===== config.mk =====
export PLATFORM = sky130hd
export DESIGN_NAME = arx_delay_line
export DESIGN_NICKNAME = d
export VERILOG_FILES = /design/src/hdl/arx_pkg.sv /design/src/hdl/arx_delay_line.sv
export SDC_FILE = /design/constraint.sdc
export NUM_CORES = 1
export LEC_CHECK = 0
export ABC_AREA = 1
export BUFFER_PORTS_ARGS = -buffer_cell sky130_fd_sc_hd__buf_2
export CAP_MARGIN = 20
export CORE_MARGIN = 3
export CORE_UTILIZATION = 50
export CTS_CLUSTER_DIAMETER = 200
export CTS_CLUSTER_SIZE = 30
export DETAILED_ROUTE_END_ITERATION = 6
export GPL_TIMING_DRIVEN = 0
export HOLD_SLACK_MARGIN = 0.06
export PLACE_DENSITY = 0.71
export SKIP_CTS_REPAIR_TIMING = 1
export SLEW_MARGIN = 0
export SYNTH_ARGS = -nofsm -noshare
export SYNTH_HDL_FRONTEND = slang
export SYNTH_SLANG_ARGS = --single-unit
export TNS_END_PERCENT = 1

===== constraint.sdc =====
create_clock -name clk -period 3.2 [get_ports clk]
set_input_delay 0.48 -clock clk [delete_from_list [all_inputs] [get_ports clk]]
set_output_delay 0.48 -clock clk [all_outputs]
set_load 0.005 [all_outputs]

===== src/hdl/arx_pkg.sv =====
package arx_pkg;

	// fixed field widths
	localparam int SAMPLE_W      = 16;
	localparam int COEF_W        = 16;
	localparam int COEF_FRAC     = 12;
	localparam int CFG_IDX_W     = 3;
	localparam int CFG_DATA_W    = 16;
	localparam int DELAY_FIELD_W = 4;

	// coefficients reachable through the register map
	localparam int NUM_A_REGS = 3;
	localparam int NUM_B_REGS = 3;

	// parameter defaults
	localparam int ORDER_A_DEF   = 3;
	localparam int ORDER_B_DEF   = 3;
	localparam int MAX_DELAY_DEF = 8;

	typedef enum logic [CFG_IDX_W-1:0] {
		REG_COEF_A1 = 3'd0,
		REG_COEF_A2 = 3'd1,
		REG_COEF_A3 = 3'd2,
		REG_COEF_B0 = 3'd3,
		REG_COEF_B1 = 3'd4,
		REG_COEF_B2 = 3'd5,
		REG_DELAY   = 3'd6
	} arx_reg_t;

	// per-cell control
	typedef struct packed {
		logic start;   // capture coef * tap
		logic shift;   // take neighbour's tap
	} arx_cell_ctl_t;

endpackage


===== src/hdl/arx_delay_line.sv =====
module arx_delay_line #(
	parameter int SAMPLE_WIDTH = arx_pkg::SAMPLE_W,
	parameter int MAX_DELAY    = arx_pkg::MAX_DELAY_DEF,
	parameter int DLY_W        = $clog2(MAX_DELAY + 1)
) (
	input  logic                           clk,
	input  logic                           arst_n,
	input  logic                           shift,
	input  logic signed [SAMPLE_WIDTH-1:0] sample,
	input  logic [DLY_W-1:0]               delay,
	output logic signed [SAMPLE_WIDTH-1:0] newest
);
	import arx_pkg::*;

	localparam int DL_DEPTH = (MAX_DELAY > 1) ? MAX_DELAY - 1 : 1;
	localparam int DL_IW    = (DL_DEPTH > 1) ? $clog2(DL_DEPTH) : 1;

	logic signed [SAMPLE_WIDTH-1:0] line_q [DL_DEPTH];
	logic [DLY_W-1:0]               dly_m2;
	logic [DL_IW-1:0]               rd_idx;

	always_ff @(posedge clk or negedge arst_n) begin
		if (!arst_n) begin
			for (int i = 0; i < DL_DEPTH; i++) begin
				line_q[i] <= '0;
			end
		end else if (shift) begin
			line_q[0] <= sample;
			for (int i = 1; i < DL_DEPTH; i++) begin
				line_q[i] <= line_q[i-1];
			end
		end
	end

	// sample leaving the transport delay, u(k-d+1)
	assign dly_m2 = delay - DLY_W'(2);
	assign rd_idx = dly_m2[DL_IW-1:0];

	always_comb begin
		if (delay <= DLY_W'(1)) begin
			newest = sample;
		end else begin
			newest = line_q[rd_idx];
		end
	end

endmodule


==> results.json <==
{
  "drive_above_1_share": 0.135,
  "largest-register": "line_q",
  "boundaryPins": 39,
  "crit_path_end_kind": "output port",
  "grtUsageTotal": 0.243,
  "cts_htree_levels": 3,
  "die-area_um2": 12000,
  "synth_top_area_share": 0.521,
  "yosys_warnings": 0,
  "hold_class": "primary input to async pin",
  "num_antenna_cells": 0,
  "fin_nets": 765,
  "final_util": 0.575,
  "reg_top3": "line_q (112)",
  "syn_avg_cell_area_um2": 7.76,
  "vias": 4684,
  "ys_ff_latch": 112,
  "slew_headroom": 0.408,
  "root_buffer": "clkbuf_8",
  "insertion_delay_ns": 0.38,
  "drt_first_pass_iters": 5,
  "portBuffers": 36,
  "tightestPinTransition_ns": 0.887,
  "syn_area_um2": 5380,
  "post-route-period-util": 0.712,
  "drcViolationCount": 0,
  "syn-instance-count": 694,
  "grt_max_degree": 67,
  "cts.sinks": 112,
  "critPathLaunchType": "primary input",
  "wire_per_inst_um": 15.4,
  "start_util": 0.517,
  "grt_pass1_wl_mm": 22.4,
  "ys_seq_area_frac": 0.521,
  "setup_viol": 0,
  "yosysUniqueCellTypes": 16,
  "final_common_cell": "nand2_1",
  "grt_pass1_vias": 4415,
  "cts_made_buffers": 9,
  "hpwl_mm": 10.2,
  "drt-total-wl_mm": 13.6,
  "num_rows": 37,
  "drv_slew": 0,
  "syn_nets": 717,
  "dieWidth_um": 110,
  "status": "complete, no violations",
  "skew_ns": 0.00979,
  "drt_iter0_drc": 336,
  "hold_violations": 0,
  "cap_violations": 0,
  "place_congestion": 0.880,
  "vias_per_cell": 5.30,
  "grt_setup_unrepaired": "no",
  "grt_antenna_before_repair": 0,
  "ant_nets": 0,
  "ir_drop_mv": 0.291,
  "synthTopCellsByArea": "dfrtp_1 (52%), nand2_1 (17%), nand3_1 (7.4%)",
  "cts_buffer_depth": 2,
  "area_growth_pct": 11.3,
  "cp_max_fo": 10,
  "p_per_area_nw_per_um2": 554,
  "clkTransAtPathRegs_ns": 0.10,
  "power_leakage_nw": 3.06,
  "grt_overflow": 0,
  "cts_tree": "yes",
  "largest_reg_flops": 112,
  "timing.fmax_mhz": 439,
  "yosysTopAreaCell": "dfrtp_1",
  "crit_arrival_ns": 1.80,
  "fin_crit_ns": 2.28,
  "fp.coreArea_um2": 10400,
  "path_class": "primary input to output port",
  "required_ns": 2.72,
  "fp.dieH_um": 110,
  "r2r_cells": 1,
  "mostFrequentLayoutCells": "nand2_1 (241), dfrtp_1 (112), nand3_1 (80)",
  "fin_setup_tns_ns": 0
}
[worst max-delay path: stages]
cell     delay, ns
buf_2         0.14
inv_2         0.07
buf_2         0.22
buf_2         0.29
nand2_1       0.09
nand3_1       0.08
nand3_1       0.12
nand3_1       0.13
nand2_1       0.06
buf_2         0.12
[final timing paths]
kind / startpoint / to / slack, ns
worst max-delay path: delay[0] / newest[14] / 0.92
worst min-delay path: arst_n / line_q[24] / 0.18
worst max register to register: line_q[53] / line_q[53] / 2.41
worst min register to register: line_q[35] / line_q[19] / 0.49
max in group asynchronous: arst_n / line_q[47] / 2.24
min in group clk: sample[15] / line_q[111] / 0.31
[final cells by class]
cell class,count,area (um2)
tap,136,170
inverter,69,259
clock buffer,12,155
buffer,43,201
fill,985,4420
sequential,112,2800
multi-input combinational,470,2120
clock inverter,4,73.8
timing repair buffer,37,210
[cells in the mapped netlist]
master / count
a21oi_1: 32
nand3_1: 80
buf_2: 23
o21ai_0: 64
nand2_4: 1
nor2_2: 1
buf_4: 3
dfrtp_1: 112
mux2_2: 16
inv_1: 66
nand2_1: 241
inv_2: 3
clkbuf_1: 16
buf_1: 1
nor2_1: 33
nand2_2: 2
[layer usage]
metal  vias to the layer above  routed length, um  GRT usage
li1                       2277                  -          -
met1                      2224               6240      0.345
met2                       161               6390      0.381
met3                        22                713     0.0364
met4                         0                259     0.0890
met5                         -                  0          0
[per-stage QoR]
stage                     std cells  worst slack, ns  cell area (um2)  power, mW  hold slack, ns
after floorplan                 694             1.39             5380       2.14           0.184
after global placement          866            0.394             5730       2.34           0.455
after detailed placement        867            0.968             5760       2.38           0.461
after CTS                       883            0.958             5990       3.33           0.238
after global routing            883            0.783             5990       3.50           0.273
final                           883            0.922             5990       3.32           0.183
[power by group]
part / internal [mW] / leakage [nW] / switching (mW)
sequential: 1.61 / 1.34 / 0.107
clock: 0.486 / 0.117 / 0.478
combinational: 0.232 / 1.60 / 0.404
[cells by family after synthesis]
family / count (synthesis) / synth area share
AOI/OAI and AO/OA: 96 / 0.0893
buffers and inverters: 112 / 0.0855
DFF: 112 / 0.521
muxes: 16 / 0.0335
and+or+nand+nor: 358 / 0.271
No activity file was read; power rests on OpenSTA's default activity.
