--- config.mk ---
export PLATFORM = sky130hd
export DESIGN_NAME = arx_tap_cell
export DESIGN_NICKNAME = d
export VERILOG_FILES = /design/src/hdl/arx_pkg.sv /design/src/hdl/arx_tap_cell.sv
export SDC_FILE = /design/constraint.sdc
export NUM_CORES = 1
export LEC_CHECK = 0
export ABC_AREA = 1
export BUFFER_PORTS_ARGS = -buffer_cell sky130_fd_sc_hd__buf_2
export CORE_AREA = 2 2 222 245
export DETAILED_ROUTE_END_ITERATION = 8
export DIE_AREA = 0 0 224 247
export GPL_TIMING_DRIVEN = 0
export PLACE_DENSITY_LB_ADDON = 0.15
export SLEW_MARGIN = 20
export SYNTH_ARGS = -nofsm -noshare
export SYNTH_HDL_FRONTEND = slang
export SYNTH_SLANG_ARGS = --single-unit
--- constraint.sdc ---
create_clock -name clk -period 5.5 [get_ports clk]
set_clock_uncertainty 0.15 [all_clocks]
set_input_delay 1.1 -clock clk [delete_from_list [all_inputs] [get_ports clk]]
set_output_delay 1.1 -clock clk [all_outputs]
set_load 0.02 [all_outputs]
--- src/hdl/arx_pkg.sv ---
package arx_pkg;

	// fixed field widths
	localparam int SAMPLE_W      = 16;
	localparam int COEF_W        = 16;
	localparam int COEF_FRAC     = 12;
	localparam int CFG_IDX_W     = 3;
	localparam int CFG_DATA_W    = 16;
	localparam int DELAY_FIELD_W = 4;

	// coefficients reachable through the register map
	localparam int NUM_A_REGS = 3;
	localparam int NUM_B_REGS = 3;

	// parameter defaults
	localparam int ORDER_A_DEF   = 3;
	localparam int ORDER_B_DEF   = 3;
	localparam int MAX_DELAY_DEF = 8;

	typedef enum logic [CFG_IDX_W-1:0] {
		REG_COEF_A1 = 3'd0,
		REG_COEF_A2 = 3'd1,
		REG_COEF_A3 = 3'd2,
		REG_COEF_B0 = 3'd3,
		REG_COEF_B1 = 3'd4,
		REG_COEF_B2 = 3'd5,
		REG_DELAY   = 3'd6
	} arx_reg_t;

	// per-cell control
	typedef struct packed {
		logic start;   // capture coef * tap
		logic shift;   // take neighbour's tap
	} arx_cell_ctl_t;

endpackage

--- src/hdl/arx_tap_cell.sv ---
module arx_tap_cell #(
	parameter int SAMPLE_WIDTH = arx_pkg::SAMPLE_W,
	parameter int ACC_W        = 2 * arx_pkg::SAMPLE_W + 4,
	parameter bit SUBTRACT     = 1'b0
) (
	input  logic                                  clk,
	input  logic                                  arst_n,
	input  arx_pkg::arx_cell_ctl_t                ctl,
	input  logic signed [arx_pkg::COEF_W-1:0]     coef,
	input  logic signed [SAMPLE_WIDTH-1:0]        tap_in,
	output logic signed [SAMPLE_WIDTH-1:0]        tap_out,
	input  logic                                  link_vld_in,
	input  logic signed [ACC_W-1:0]               link_sum_in,
	output logic                                  link_vld_out,
	output logic signed [ACC_W-1:0]               link_sum_out
);
	import arx_pkg::*;

	localparam int PROD_W = COEF_W + SAMPLE_WIDTH;

	logic signed [SAMPLE_WIDTH-1:0] tap_q;
	logic signed [PROD_W-1:0]       prod_s1;
	logic signed [ACC_W-1:0]        sum_s2;
	logic                           vld_q;
	logic signed [ACC_W-1:0]        prod_ext;

	// held sample, shifted along the row
	always_ff @(posedge clk or negedge arst_n) begin
		if (!arst_n) begin
			tap_q <= '0;
		end else if (ctl.shift) begin
			tap_q <= tap_in;
		end
	end

	always_ff @(posedge clk) begin
		if (ctl.start) begin
			prod_s1 <= coef * tap_q;
		end
	end

	assign prod_ext = ACC_W'(prod_s1);

	always_ff @(posedge clk) begin
		if (link_vld_in) begin
			sum_s2 <= SUBTRACT ? (link_sum_in - prod_ext) : (link_sum_in + prod_ext);
		end
	end

	always_ff @(posedge clk or negedge arst_n) begin
		if (!arst_n) begin
			vld_q <= 1'b0;
		end else begin
			vld_q <= link_vld_in;
		end
	end

	assign tap_out      = tap_q;
	assign link_vld_out = vld_q;
	assign link_sum_out = sum_s2;

endmodule

==> flow_summary.json, run 1 <==
{
  "status": "finished, violations left",
  "violations": "setup timing",
  "grt_max_degree": 38,
  "critPathLaunchType": "primary input",
  "finalHoldViolCount": 0,
  "fin_crit_ns": 6.08,
  "syn_area_sq_um": 16200,
  "first_iter_violations": 606,
  "ios": 126,
  "vias": 13445,
  "syn2layout_area_growth_pct": 25.7,
  "drtPass1Iterations": 5,
  "grt_usage": 0.187,
  "final_max_slew_viol_count": 0,
  "timing.rr.start": "tap_out[6]",
  "fp-row-count": 89,
  "clkSlewWorstSetupHoldPaths_ns": 0.06,
  "synthDistinctLibCells": 37,
  "die_x_microns": 224,
  "ys_ff_latch": 85,
  "cts.htree.levels": 3,
  "slew_headroom": 0.463,
  "endpoint_kind": "register",
  "clockBufferDepth": 2,
  "vias_per_cell": 4.48,
  "synth_nets": 2573,
  "nets": 2766,
  "grt_pass1_wl_mm": 78.0,
  "overflow": 0,
  "cp.required_ns": 5.48,
  "finalCritPeriodShare": 1.11,
  "hp-class": "reg2reg",
  "grt_pass1_vias": 14251,
  "wl_per_cell_microns": 16.5,
  "synth-edff-count": 68,
  "die_h_microns": 247,
  "ant_nets": 0,
  "syn_area_per_cell_sq_um": 7.65,
  "rsz0062_at_grt": "yes",
  "cp_max_fo": 6,
  "hpwlAfterDp_mm": 42.1,
  "diodes": 0,
  "clock.fmax_mhz": 165,
  "hold_start": "prod_s1[0]",
  "cts_buffers": 9,
  "drc": 0,
  "cts_tree": "done",
  "synthCells": 2120,
  "wl_mm": 49.5,
  "cts_hold_buffers": 0,
  "worstPathArrival_ns": 6.06,
  "worst_slack_ns": -0.578,
  "crit_start": "coef[15]",
  "drv_cap": 0,
  "ys.warnings.count": 0,
  "async_reset_ff_frac": 0.200,
  "dieArea_sq_um": 55300,
  "core_sq_um": 53100,
  "io_buffers": 115,
  "clockRootBuffer": "clkbuf_16",
  "finalSetupViolCount": 20,
  "synth_top_flop_cell": "edfxtp_1",
  "worst_pin_slew_ns": 0.806,
  "dp.cells": 2917,
  "ys_seq_area_frac": 0.152,
  "drive_gt1_frac": 0.251,
  "grt_antenna_before_repair": 1,
  "path_class": "in2reg",
  "initial_core_util": 0.305,
  "finalNonFillerCells": 3000,
  "whs_ns": 0.411,
  "clk_latency_ns": 0.39,
  "gp_congestion": 0.906,
  "cts.sinks": 85
}
[final timing paths]
path,to,slack [ns],depth (start not counted)
max in group asynchronous,tap_out[12],4.27,1
min reg2reg,link_sum_out[0],0.41,1
min,link_sum_out[0],0.41,1
max reg2reg,prod_s1[31],-0.43,19
min in group asynchronous,tap_out[3],0.54,1
max,prod_s1[31],-0.58,21
[layer usage]
metal  GRT usage  vias up  routed length, microns
met1       0.220     6543                   20700
met5           0        -                       0
met2       0.351      243                   25700
met3      0.0213       69                    1640
li1            -     6590                       -
met4      0.0639        0                    1530
[cells in the mapped netlist (2+ instances only)]
| cell type | number | area [sq um] |
|---|---|---|
| xor2_1 | 33 | 289 |
| o21bai_1 | 10 | 75.1 |
| nor3_2 | 3 | 30.0 |
| xnor2_1 | 6 | 52.6 |
| a21oi_1 | 52 | 260 |
| o21ai_0 | 22 | 110 |
| o21ai_1 | 2 | 10.0 |
| or2_2 | 7 | 43.8 |
| edfxtp_1 | 68 | 2040 |
| nor2_1 | 97 | 364 |
| inv_2 | 8 | 30.0 |
| nand3_1 | 66 | 330 |
| nand4_1 | 20 | 125 |
| a21o_1 | 2 | 15.0 |
| nand3_2 | 5 | 50.1 |
| ha_1 | 117 | 1460 |
| nor2_2 | 7 | 43.8 |
| nand3b_1 | 4 | 30.0 |
| mux2_2 | 15 | 169 |
| nand2_1 | 602 | 2260 |
| a21oi_2 | 4 | 35.0 |
| dfrtp_1 | 17 | 425 |
| buf_2 | 2 | 10.0 |
| nor3_1 | 14 | 70.1 |
| fa_1 | 263 | 5270 |
| clkbuf_1 | 55 | 206 |
| nand2_2 | 16 | 100 |
| nor2_4 | 2 | 22.5 |
| inv_1 | 593 | 2230 |
[state kept, by name, indices dropped and copies added (netlist names)]
name	cells
tap_out	16
prod_s1	32
link_vld_out	1
link_sum_out	36
[stage by stage]
step | setup slack, ns | TNS (ns) | utilization | area [sq um]
after CTS | -0.592 | -7.21 | 0.376 | 20000
after floorplan | -0.482 | -6.45 | - | 16800
after detailed placement | -1.46 | -26.63 | 0.343 | 18200
after global routing | -0.742 | -10.23 | 0.384 | 20400
final | -0.578 | -7.11 | 0.384 | 20400
after global placement | -1.43 | -26.33 | 0.343 | 18200
[critical path, cell delays in order]
cell and delay [ns]:
buf_12 0.09, clkbuf_16 0.15, buf_6 0.10, nand2_4 0.04, fa_1 0.58, inv_2 0.05
fa_2 0.52, buf_4 0.17, buf_4 0.12, fa_2 0.52, fa_1 0.45, fa_1 0.58
fa_1 0.47, ha_4 0.34, nand2_1 0.09, o21ai_0 0.28, a21oi_1 0.11, nand2_1 0.11
nor2_1 0.05, nand2_1 0.07, nand2_2 0.06
[logic make-up after synthesis]
logic type | synth area share
buffers and inverters | 0.153
multiplexers | 0.0104
XOR/XNOR | 0.0211
AND/OR/NAND/NOR | 0.215
flip-flops | 0.152
AO/OA/AOI/OAI | 0.0337
adder cells (fa/ha/maj) | 0.415
[area by class of cell]
cell class / instances / area (sq um)
buffer: 44 / 592
clock buffer: 9 / 225
clock inverter: 7 / 55.1
fill: 5568 / 32700
inverter: 601 / 2260
multi-input combinational: 1376 / 12500
sequential: 85 / 2480
tap: 682 / 853
timing repair buffer: 196 / 1430
[layout by cell type, fill, tap and decap left out, types with 22 or more instances in the layout]
| master | n |
|---|---|
| clkbuf_16 | 22 |
| inv_2 | 63 |
| inv_1 | 536 |
| nand2_1 | 538 |
| ha_4 | 23 |
| nand2_2 | 53 |
| fa_2 | 25 |
| buf_4 | 56 |
| nand3_1 | 54 |
| fa_1 | 238 |
| buf_2 | 113 |
| edfxtp_1 | 68 |
| xor2_1 | 29 |
| ha_1 | 94 |
| nand2_4 | 25 |
| a21oi_1 | 30 |
| nor2_1 | 71 |
[timing repair]
action                     in CTS  in global routing
setup endpoints to repair      24                 21
buffers inserted               68                 15
cloned                          0                  1
resized for setup             263                 81
pin swaps                     110                 82
hold endpoints to repair        0                  0
Power of run 1 is not shown: default switching activity piles up to over one toggle a cycle in this logic, so the estimate is an artifact.
==> run 2, diff against run 1 <==
==> constraint.sdc (replaced) <==
create_clock -name clk -period 5.5 [get_ports clk]
set_clock_uncertainty 0.15 [all_clocks]
set_input_delay 0 -clock clk [delete_from_list [all_inputs] [get_ports clk]]
set_output_delay 0 -clock clk [all_outputs]
set_load 0.02 [all_outputs]
==> flow_summary.json, run 2 (synthesized netlist as in run 1, its figures left out) <==
{
  "path_class": "reg2reg",
  "crit_top_cell": "fa_1",
  "critPathSlowestCell": "fa_1",
  "grt_pass1_wl_mm": 78.2,
  "finalSetupViolCount": 14,
  "slew_headroom": 0.473,
  "endpoint_kind": "register",
  "layout_common_cells": "inv_1 (535), nand2_1 (531), fa_1 (234)",
  "worst_pin_slew_ns": 0.790,
  "ant_nets": 0,
  "wl_mm": 50.1,
  "mostFrequentLayoutCell": "inv_1",
  "worstPathArrival_ns": 5.78,
  "crit_chain": "clkbuf_16 > clkbuf_16 > nand2_2 > fa_1 > inv_2 > fa_1 > fa_1 > fa_1 > fa_1 > inv_2 > fa_2 > inv_2 > ha_4 > nand2_4 > nor2_4 > inv_2 > nor2_4 > nand4_1 > nand3b_1 > xor2_1",
  "fp-row-count": 89,
  "violations": "setup timing",
  "gp_congestion": 0.917,
  "clkSlewWorstSetupHoldPaths_ns": 0.07,
  "largest_reg_flops": 36,
  "hpwlAfterDp_mm": 41.8,
  "clockRootBuffer": "clkbuf_16",
  "worst_slack_ns": -0.204,
  "syn2layout_area_growth_pct": 26.0,
  "clk_latency_ns": 0.39,
  "drtPass1Iterations": 5,
  "rsz0062_at_grt": "yes",
  "clock.fmax_mhz": 175,
  "cts_tree": "done",
  "finalCritPeriodShare": 1.04,
  "io_buffers": 115,
  "critPathLaunchType": "register",
  "critical_path.max_stage_delay_ns": 0.58,
  "cts.sinks": 85,
  "grt_antenna_before_repair": 0,
  "final_max_slew_viol_count": 0,
  "nets": 2805,
  "hold_start": "link_sum_in[33]",
  "cts.htree.levels": 3,
  "crit_start": "tap_out[7]",
  "wl_per_cell_microns": 16.5,
  "grt_pass1_vias": 14419,
  "vias_per_cell": 4.50,
  "die_x_microns": 224,
  "drv_cap": 0,
  "fin_tns_setup_ns": -1.32,
  "status": "finished, violations left",
  "hp-class": "in2reg",
  "drc": 0,
  "dieArea_sq_um": 55300,
  "die_h_microns": 247,
  "rrSetupSlack_ns": -0.20,
  "cp.required_ns": 5.57,
  "initial_core_util": 0.305,
  "grt_max_degree": 38,
  "overflow": 0,
  "drive_gt1_frac": 0.245,
  "first_iter_violations": 603,
  "fin_crit_ns": 5.70,
  "clockBufferDepth": 2,
  "core_sq_um": 53100,
  "ios": 126,
  "finalHoldViolCount": 0,
  "timing.rr.start": "tap_out[7]",
  "cp_max_fo": 5,
  "cts_buffers": 9,
  "diodes": 0,
  "vias": 13681,
  "grt_usage": 0.188
}
-- run 2: changes by cell type in the layout (fill, tap and decap cells not counted), sizes merged --
cell	previous run	this run
dlygate4sd3	0	33
buf	200	211
clkbuf	49	44
clkinvlp	0	1
inv	605	604
-- run 2: final timing paths --
kind                                    end  cells after the start
max in group asynchronous       tap_out[12]                      4
setup reg to reg                prod_s1[23]                     20
setup / recovery                prod_s1[23]                     20
hold / removal             link_sum_out[33]                      4
min in group asynchronous        tap_out[6]                      4
hold reg to reg             link_sum_out[0]                      1
-- run 2: routing by layer --
| layer | global-route usage | up-vias | routed length (microns) |
|---|---|---|---|
| li1 | - | 6665 | - |
| met1 | 0.220 | 6674 | 20700 |
| met2 | 0.354 | 280 | 26200 |
| met3 | 0.0220 | 62 | 1720 |
| met4 | 0.0622 | 0 | 1480 |
| met5 | 0 | - | 0 |
-- run 2: metrics by stage --
step | util | cells | setup WS, ns | cell area, sq um | hold WS, ns
4_1_cts | 0.372 | 3014 | -0.208 | 19800 | 0.00312
3_5_place_dp | 0.334 | 2917 | -1.17 | 17700 | -0.131
3_3_place_gp | 0.334 | 2917 | -1.14 | 17700 | -0.137
6_report | 0.385 | 3039 | -0.204 | 20400 | 0.0180
2_1_floorplan | - | 2120 | 0.0000120 | 16300 | -0.446
5_1_grt | 0.385 | 3039 | -0.369 | 20400 | 0.0333
-- run 2: repair_timing --
| item | 4_1_cts | 5_1_grt |
|---|---|---|
| pin swaps | 107 | 106 |
| hold endpoints to repair | 41 | 0 |
| setup endpoints to repair | 22 | 21 |
| resized for setup | 267 | 168 |
| buffers inserted | 54 | 30 |
| hold buffers | 34 | 0 |
-- run 2: worst max-delay path, delay by kind of cell, from the launching register on --
kind	cells	cell delay (ns)
adder cells (fa/ha/maj)	7	3.55
AND/OR/NAND/NOR	6	0.75
buffers and inverters	6	0.52
flip-flops	1	0.38
XOR/XNOR	1	0.19
-- run 2: layout make-up --
| class | instances | area [sq um] |
|---|---|---|
| Buffer | 49 | 438 |
| Clock buffer | 9 | 225 |
| Multi-Input combinational cell | 1376 | 12500 |
| Inverter | 601 | 2260 |
| Sequential cell | 85 | 2480 |
| Fill cell | 5523 | 32700 |
| Timing Repair Buffer | 230 | 1630 |
| Tap cell | 682 | 853 |
| Clock inverter | 7 | 57.6 |
Power of run 2 is left out for the same reason.
